===== src/sipu_pkg.sv =====
`timescale 1ns / 1ps
// sipu_pkg: shared types and constants for the saturating integer power unit
// payload structs, status codes and the multiplier status struct; no dependencies

package sipu_pkg;

  localparam int DATA_WIDTH_DEF = 64;
  localparam int FIELD_W = 64;
  localparam int STATUS_W = 2;

  localparam logic [STATUS_W-1:0] ST_OK  = 2'd0;
  localparam logic [STATUS_W-1:0] ST_OVF = 2'd1;
  localparam logic [STATUS_W-1:0] ST_ZZ  = 2'd2;

  typedef struct packed {
    logic signed [FIELD_W-1:0] base;
    logic signed [FIELD_W-1:0] exponent;
  } in_t;

  typedef struct packed {
    logic signed [FIELD_W-1:0] power;
    logic [STATUS_W-1:0]       status;
  } out_t;

  typedef struct packed {
    logic done;
    logic big;
  } mul_sts_t;

endpackage


===== src/sipu_mul.sv =====
`timescale 1ns / 1ps
// sipu_mul: multi-cycle multiplier built from one half-width multiplier
// four partial products summed into a double-width accumulator; uses sipu_pkg

module sipu_mul #(
  parameter int DATA_WIDTH = sipu_pkg::DATA_WIDTH_DEF
) (
  input  logic                    clk,
  input  logic                    rst,
  input  logic                    start,
  input  logic [DATA_WIDTH-1:0]   a,
  input  logic [DATA_WIDTH-1:0]   b,
  output logic [DATA_WIDTH-1:0]   prod,
  output sipu_pkg::mul_sts_t      sts
);

  localparam int H  = (DATA_WIDTH + 1) / 2;
  localparam int PW = 2 * H;
  localparam int AW = 2 * DATA_WIDTH;
  localparam logic [2:0] PH_LAST = 3'd4;

  logic                  active;
  logic [2:0]            ph;
  logic                  done;
  logic [DATA_WIDTH-1:0] opa;
  logic [DATA_WIDTH-1:0] opb;
  logic [PW-1:0]         preg;
  logic [AW-1:0]         accum;

  logic [H-1:0]  a_lo, a_hi, b_lo, b_hi;
  logic [H-1:0]  ma, mb;
  logic [AW-1:0] addend;

  assign a_lo = opa[H-1:0];
  assign b_lo = opb[H-1:0];
  assign a_hi = H'(opa >> H);
  assign b_hi = H'(opb >> H);

  // pick the operand pair for this phase
  always_comb begin
    case (ph)
      3'd0: begin
        ma = a_lo;
        mb = b_lo;
      end
      3'd1: begin
        ma = a_lo;
        mb = b_hi;
      end
      3'd2: begin
        ma = a_hi;
        mb = b_lo;
      end
      default: begin
        ma = a_hi;
        mb = b_hi;
      end
    endcase
  end

  // weight of the partial product registered in the previous phase
  always_comb begin
    case (ph)
      3'd1:    addend = AW'(preg);
      3'd2:    addend = AW'(preg) << H;
      3'd3:    addend = AW'(preg) << H;
      3'd4:    addend = AW'(preg) << (2 * H);
      default: addend = '0;
    endcase
  end

  always_ff @(posedge clk) begin
    if (rst) begin
      active <= 1'b0;
      ph     <= '0;
      done   <= 1'b0;
    end else begin
      done <= 1'b0;
      if (start) begin
        active <= 1'b1;
        ph     <= '0;
      end else if (active) begin
        ph <= ph + 3'd1;
        if (ph == PH_LAST) begin
          active <= 1'b0;
          done   <= 1'b1;
        end
      end
    end
  end

  always_ff @(posedge clk) begin
    if (start) begin
      opa   <= a;
      opb   <= b;
      accum <= '0;
    end else if (active) begin
      preg <= PW'(ma) * PW'(mb);
      if (ph != 3'd0) begin
        accum <= accum + addend;
      end
    end
  end

  assign prod     = accum[DATA_WIDTH-1:0];
  assign sts.done = done;
  assign sts.big  = |accum[AW-1:DATA_WIDTH-1];

endmodule


===== src/saturating_integer_power_unit.sv =====
`timescale 1ns / 1ps
// saturating_integer_power_unit: signed power by square-and-multiply with overflow check
// special cases are answered from the setup state; else every set exponent bit multiplies the
//   accumulator and every bit below the top set bit squares the base, each product formed in sipu_mul
// throughput: one transfer at a time, the next is accepted as early as the strobe cycle
// reset: synchronous, clears the sequencer and multiplier control; results cannot be stalled
// uses sipu_pkg and sipu_mul

module saturating_integer_power_unit #(
  parameter int DATA_WIDTH = sipu_pkg::DATA_WIDTH_DEF
) (
  input  logic           clk,
  input  logic           rst,
  input  logic           start,
  output logic           busy,
  input  sipu_pkg::in_t  operands,
  output logic           done,
  output sipu_pkg::out_t result
);

  localparam logic [1:0] S_IDLE  = 2'd0;
  localparam logic [1:0] S_SETUP = 2'd1;
  localparam logic [1:0] S_STEP  = 2'd2;
  localparam logic [1:0] S_WAIT  = 2'd3;

  logic [1:0]            state, state_next;
  logic [DATA_WIDTH-1:0] bval, bval_next;
  logic [DATA_WIDTH-1:0] rem, rem_next;
  logic [DATA_WIDTH-1:0] acc, acc_next;
  logic [DATA_WIDTH-1:0] sq, sq_next;
  logic                  rneg, rneg_next;
  logic                  accdone, accdone_next;
  logic                  tgt, tgt_next;
  logic                  done_next;
  sipu_pkg::out_t        result_next;

  logic                  bneg;
  logic [DATA_WIDTH-1:0] mag;
  logic [DATA_WIDTH-1:0] acc_neg;
  logic                  mul_go;
  logic [DATA_WIDTH-1:0] mul_a;
  logic [DATA_WIDTH-1:0] mul_prod;
  sipu_pkg::mul_sts_t    mul_sts;

  assign bneg    = bval[DATA_WIDTH-1];
  assign mag     = bneg ? (~bval + DATA_WIDTH'(1)) : bval;
  assign acc_neg = ~acc + DATA_WIDTH'(1);
  assign busy    = (state != S_IDLE);

  sipu_mul #(.DATA_WIDTH(DATA_WIDTH)) u_mul (
    .clk   (clk),
    .rst   (rst),
    .start (mul_go),
    .a     (mul_a),
    .b     (sq),
    .prod  (mul_prod),
    .sts   (mul_sts)
  );

  always_comb begin
    state_next   = state;
    bval_next    = bval;
    rem_next     = rem;
    acc_next     = acc;
    sq_next      = sq;
    rneg_next    = rneg;
    accdone_next = accdone;
    tgt_next     = tgt;
    done_next    = 1'b0;
    result_next  = result;
    mul_go       = 1'b0;
    mul_a        = acc;
    case (state)
      S_IDLE: begin
        if (start) begin
          bval_next  = operands.base[DATA_WIDTH-1:0];
          rem_next   = operands.exponent[DATA_WIDTH-1:0];
          state_next = S_SETUP;
        end
      end
      S_SETUP: begin
        result_next.power = '0;
        if (bval == '0 && rem == '0) begin
          result_next.status = sipu_pkg::ST_ZZ;
          done_next          = 1'b1;
          state_next         = S_IDLE;
        end else if (rem[DATA_WIDTH-1]) begin
          result_next.status = sipu_pkg::ST_OK;
          done_next          = 1'b1;
          state_next         = S_IDLE;
        end else if (rem == '0) begin
          result_next.power  = sipu_pkg::FIELD_W'(1);
          result_next.status = sipu_pkg::ST_OK;
          done_next          = 1'b1;
          state_next         = S_IDLE;
        end else if (mag[DATA_WIDTH-1]) begin
          result_next.status = sipu_pkg::ST_OVF;
          done_next          = 1'b1;
          state_next         = S_IDLE;
        end else begin
          acc_next     = DATA_WIDTH'(1);
          sq_next      = mag;
          rneg_next    = bneg & rem[0];
          accdone_next = 1'b0;
          state_next   = S_STEP;
        end
      end
      S_STEP: begin
        if (rem[0] && !accdone) begin
          mul_go     = 1'b1;
          mul_a      = acc;
          tgt_next   = 1'b0;
          state_next = S_WAIT;
        end else begin
          rem_next     = rem >> 1;
          accdone_next = 1'b0;
          if (rem[DATA_WIDTH-1:1] != '0) begin
            mul_go     = 1'b1;
            mul_a      = sq;
            tgt_next   = 1'b1;
            state_next = S_WAIT;
          end else begin
            result_next.power  = sipu_pkg::FIELD_W'(signed'(rneg ? acc_neg : acc));
            result_next.status = sipu_pkg::ST_OK;
            done_next          = 1'b1;
            state_next         = S_IDLE;
          end
        end
      end
      S_WAIT: begin
        if (mul_sts.done) begin
          if (mul_sts.big) begin
            result_next.power  = '0;
            result_next.status = sipu_pkg::ST_OVF;
            done_next          = 1'b1;
            state_next         = S_IDLE;
          end else begin
            if (tgt) begin
              sq_next = mul_prod;
            end else begin
              acc_next     = mul_prod;
              accdone_next = 1'b1;
            end
            state_next = S_STEP;
          end
        end
      end
      default: begin
        state_next = S_IDLE;
      end
    endcase
  end

  always_ff @(posedge clk) begin
    if (rst) begin
      state <= S_IDLE;
      done  <= 1'b0;
    end else begin
      state <= state_next;
      done  <= done_next;
    end
  end

  always_ff @(posedge clk) begin
    bval    <= bval_next;
    rem     <= rem_next;
    acc     <= acc_next;
    sq      <= sq_next;
    rneg    <= rneg_next;
    accdone <= accdone_next;
    tgt     <= tgt_next;
    result  <= result_next;
  end

endmodule


===== config.mk =====
export PLATFORM = sky130hd
export DESIGN_NAME = saturating_integer_power_unit
export DESIGN_NICKNAME = d
export VERILOG_FILES = /design/src/sipu_pkg.sv /design/src/sipu_mul.sv /design/src/saturating_integer_power_unit.sv
export SDC_FILE = /design/constraint.sdc
export NUM_CORES = 2
export LEC_CHECK = 0
export BUFFER_PORTS_ARGS = -buffer_cell sky130_fd_sc_hd__buf_2
export CORE_MARGIN = 5
export CORE_UTILIZATION = 40
export DETAILED_ROUTE_END_ITERATION = 6
export SYNTH_ARGS = -nofsm -noshare
export SYNTH_HDL_FRONTEND = slang
export SYNTH_SLANG_ARGS = --single-unit

===== constraint.sdc =====
create_clock -name clk -period 9.9 [get_ports clk]
set_clock_uncertainty 0.05 [all_clocks]
set_input_delay 0.99 -clock clk [delete_from_list [all_inputs] [get_ports clk]]
set_output_delay 0.99 -clock clk [all_outputs]
set_load 0.02 [all_outputs]

== Yosys cells after proc, flatten, opt, wreduce, memory -nomap -nowiden ==
Cells that the tools add are included.

* Register bits: 653

* Add/sub/neg operators: 4
* $mul: 1
* Eq/ne operators: 20
* Muxes and demuxes: 75
* Bitwise logic cells: 9
* Reductions and logical operators: 32

{| class="wikitable"
|+ Operators with widths
! cell !! count
|-
| $mux W64 || 22
|-
| $pmux W128 S3 || 1
|-
| $pmux W64 S2 || 3
|-
| $mux W66 || 4
|-
| $pmux W66 S3 || 1
|-
| $add A128 B128 Y128 || 1
|-
| $add A64 B1 Y64 const B || 2
|-
| $logic_not A64 Y1 || 2
|-
| $not A64 Y64 || 2
|-
| $reduce_or A65 Y1 || 1
|-
| $mul A32 B32 Y64 || 1
|-
| $mux W32 || 2
|-
| $reduce_bool A63 Y1 || 1
|-
| $mux W1 || 26
|-
| $mux W2 || 13
|-
| $ne A2 B2 Y1 const B || 11
|-
| $reduce_and A8 Y1 || 2
|-
| $reduce_and A2 Y1 || 5
|-
| $reduce_and A5 Y1 || 2
|-
| $reduce_and A9 Y1 || 1
|-
| $pmux W2 S4 || 1
|-
| $reduce_bool A2 Y1 || 4
|-
| $reduce_or A2 Y1 || 4
|-
| $eq A3 B2 Y1 const B || 2
|-
| 18 further kinds || 27
|}

== Longest topological paths before layout ==
* Depth in word-level cells: 8
* Depth in mapped cells: 37
* Mapped depth without buffers: 32

== Modules after synthesis ==
A second synthesis with hierarchy kept.

* Cell total of the unflattened synthesis: 7270
* Area total of the unflattened synthesis: 69579.2 um2

{| class="wikitable"
|+ By module, submodules not included
! module !! instances !! cells an instance !! area each (um2) !! seq. area each (um2)
|-
| sipu_mul || 1 || 6075 || 53526.3 || 8428.1
|-
| saturating_integer_power_unit || 1 || 1195 || 16052.9 || 9819.4
|}

== Worst setup path after synthesis ==
OpenSTA, ideal clock, no wires.

* Path type: register -> register
* From: register u_mul.ph[0]
* To: register u_mul.preg[61] (data pin)
* Arrival: 9.656 ns
* Data required time: 9.586 ns
* Path slack: -0.071 ns
* Stages on the path, launching flop included: 34
* Cells stage by stage: dfxtp_1 > inv_1 > ha_1 > clkbuf_1 > o21ai_0 > buf_1 > buf_1 > buf_1 > mux2i_1 > clkbuf_1 > nor2_1 > fa_1 > inv_1 > fa_1 > inv_1 > fa_1 > inv_1 > fa_1 > inv_1 > fa_1 > fa_1 > fa_1 > fa_1 > ha_1 > clkbuf_1 > nand3_1 > nor2_1 > nand2_1 > or4_1 > o32ai_1 > o211ai_1 > a2111oi_0 > o2111ai_1 > nor3b_1

* Cells in the longest elaborated chain, start to end: 4
* Elaborated cells on any way between the ends: 8
* Those cells by class: mul (1); eq/ne (2); mux (2); reduce/logical (3)

{| class="wikitable"
|+ RTL lines
! item !! line !! source
|-
| from (decl) || sipu_mul.sv:23 || <nowiki>logic [2:0] ph;</nowiki>
|-
| from (signal assigned) || sipu_mul.sv:83 || <nowiki>ph <= ph + 3'd1;</nowiki>
|-
| $eq A3 B1 Y1 (tied with other cells) || sipu_mul.sv:41 || <nowiki>case (ph)</nowiki>
|-
| $reduce_or A2 Y1 (no source line) || - ||
|-
| $mux W32 || sipu_mul.sv:41 ||
|-
| $mul A32 B32 Y64 (*) || sipu_mul.sv:98 || <nowiki>preg <= PW'(ma) * PW'(mb);</nowiki>
|-
| to (signal assigned) || sipu_mul.sv:98 ||
|-
| to (decl) || sipu_mul.sv:27 || <nowiki>logic [PW-1:0] preg;</nowiki>
|}

Every way passes the cells marked *; elsewhere a longest branch is shown, timed or not.
A chain may end at the register's enable or synchronous reset.

== Final worst setup path ==
Ends and elaborated chain as after synthesis.

==> results.json <==
{
  "status": "completed",
  "drv_cap": 0,
  "yosys-top-cells-area": "fa_1 26%, edfxtp_1 22%, ha_1 7.1%",
  "sequential_cell_area_sq_um": 18300,
  "crit_arrival_ps": 9970,
  "maxSlewHeadroom_pct": 24.5,
  "synth.largest_area_cell": "fa_1",
  "yosysWarnings": 0,
  "synth_seq_cells": 653,
  "wl_um": 268000,
  "synth_edf_count": 517,
  "ioPinCount": 199,
  "slowest_delay_ps": 650,
  "final-setup-viol-count": 0,
  "synth_nets": 8929,
  "initial_core_util_pct": 40.1,
  "synthCells": 7504,
  "clk_pin_slew_ps": 60,
  "seq_area_frac_synth_pct": 26.3,
  "die_h_um": 427,
  "postSynthAreaPerCell_sq_um": 9.26,
  "path_common_cell": "fa_1",
  "worstSetupEndpointType": "flop",
  "grt_pass1_vias": 56178,
  "clk_path_buf_depth": 3,
  "cts-root-buf": "clkbuf_16",
  "crit_slowest_cell": "fa_1",
  "multi_input_area_sq_um": 46500,
  "utilization_pct": 43.8,
  "synth_top_area_share_pct": 25.8,
  "post-synth-top-count-cell": "nand2_1",
  "drtAntennaViolNets": 0,
  "cts.hold.buffers_added": 0,
  "cp_max_fo": 53,
  "max_freq_ghz": 0.104,
  "die-area_sq_um": 182000,
  "row_count": 153,
  "synthTopCellsByCount": "1062 x nand2_1, 953 x inv_1, 897 x fa_1",
  "vias": 56813,
  "cts_buffers": 69,
  "drc": 0,
  "drive_above_1_share_pct": 9.33,
  "grt_pass1_wl_um": 386000,
  "required_ps": 10240,
  "cts_tree": "done",
  "crit_type": "reg -> reg",
  "ys.flop_type": "edfxtp_1",
  "drt_iter0_markers": 6211,
  "startpoint_type": "flop",
  "synthToLayoutAreaGrowth_pct": 9.32,
  "worst_pin_slew_ps": 1100,
  "core-area_sq_um": 173000,
  "synth_area_sq_um": 69500,
  "synthArstFlopShare_pct": 0,
  "gp_congestion": 1.01,
  "yosysUniqueCellTypes": 82,
  "hold_class": "reg -> reg",
  "layout.nets": 8967,
  "drv_slew": 0,
  "grt_max_degree": 139,
  "dr.pass1.iters": 6,
  "fillers": 16891,
  "cts_htree_levels": 3,
  "io_buffers": 198,
  "grt-ovfl-total": 0,
  "hold_viol": 0,
  "period_needed_ps": 9640,
  "clock_sinks": 653,
  "period_share_pct": 97.4,
  "antenna_found_initial": 4,
  "die_width_um": 427,
  "routedWlPerCell_um": 27.0,
  "hpwl_um": 217000,
  "viasPerCell": 5.73,
  "clk_latency_ps": 700,
  "grtUsageTotal_pct": 28.9
}
[layout make-up]
| class | count | share of cell area (%) |
|---|---|---|
| antenna | 1 | 0.00329 |
| clock buffer | 86 | 2.44 |
| clock inverter | 40 | 0.626 |
| inverter | 955 | 4.73 |
| multi-input combinational | 5501 | 61.3 |
| sequential | 653 | 24.0 |
| tap | 2325 | 3.83 |
| timing repair buffer | 362 | 3.11 |
[timing repair]
action                                 4_1_cts  5_1_grt
buffers inserted                             0        4
resized for setup                            0        5
setup endpoints to repair                    0       13
endpoints found under the hold margin        0        0
[worst paths after layout]
path	startpoint	to	slack, ps	cells past startpoint
setup reg to reg	u_mul.ph[0]	u_mul.preg[61]	260	29
setup / recovery	u_mul.ph[0]	u_mul.preg[61]	260	29
hold / removal	sq[12]	u_mul.opb[12]	400	0
hold reg to reg	sq[12]	u_mul.opb[12]	400	0
[placed cells by master (no fill, tap or decap), drive strengths merged, types with 134 or more instances in the layout]
| cell type | n |
|---|---|
| a21oi | 379 |
| buf | 362 |
| a21o | 150 |
| xor2 | 134 |
| nand2 | 1063 |
| o21ai | 248 |
| ha | 397 |
| dfxtp | 136 |
| inv | 960 |
| nor2 | 868 |
| edfxtp | 517 |
| fa | 897 |
[registers in the layout, indices dropped and copies added (netlist names), 2 cells and up]
| register | count |
|---|---|
| acc | 64 |
| bval | 64 |
| rem | 64 |
| result | 66 |
| sq | 64 |
| state | 2 |
| u_mul.accum | 128 |
| u_mul.opa | 64 |
| u_mul.opb | 64 |
| u_mul.ph | 3 |
| u_mul.preg | 64 |
[layer usage]
layer / vias to the layer above / track usage [%] / part of all wire (%)
met5: - / 0 / 0
met4: 0 / 12.6 / 5.2
met3: 476 / 6.94 / 10
met2: 2887 / 43.7 / 43
met1: 28581 / 39.8 / 41
li1: 24869 / - / -
[metrics by stage]
| step | setup TNS, ps | hold WS (ps) | cells | worst slack (ps) | area (sq um) |
|---|---|---|---|---|---|
| after floorplan | 0 | 370 | 7504 | 71.9 | 69500 |
| after global placement | 0 | 377 | 9792 | 214 | 73600 |
| after detailed placement | 0 | 380 | 9792 | 257 | 73600 |
| after CTS | 0 | 390 | 9918 | 163 | 75900 |
| after global routing | -12.5 | 408 | 9922 | -12.5 | 76000 |
| final | 0 | 396 | 9923 | 262 | 76000 |
[logic make-up (layout without fill, tap and decap cells)]
family / count (synthesis) / in the layout / synth area share [%]
AND/OR/NAND/NOR: 2546 / 2546 / 15.9
buffers and inverters: 1350 / 1443 / 7.34
adder cells (fa/ha/maj): 1294 / 1294 / 33.0
AO/OA/AOI/OAI: 1200 / 1200 / 11.1
flip-flops: 653 / 653 / 26.3
XOR/XNOR: 267 / 267 / 3.36
multiplexers: 194 / 194 / 3.02
other: 0 / 1 / 0
[worst max-delay path: cells and delay by family (launching register included)]
kind / cells / cell delay (ps)
compound gates: 10 / 2130
fa+ha+maj: 10 / 4920
buf+inv: 6 / 920
flops: 1 / 400
mux: 1 / 520
simple gates: 2 / 220
Power is left out: the tool's default activity adds up to more than one toggle a clock period on the data nets, which glitch-free logic cannot reach.
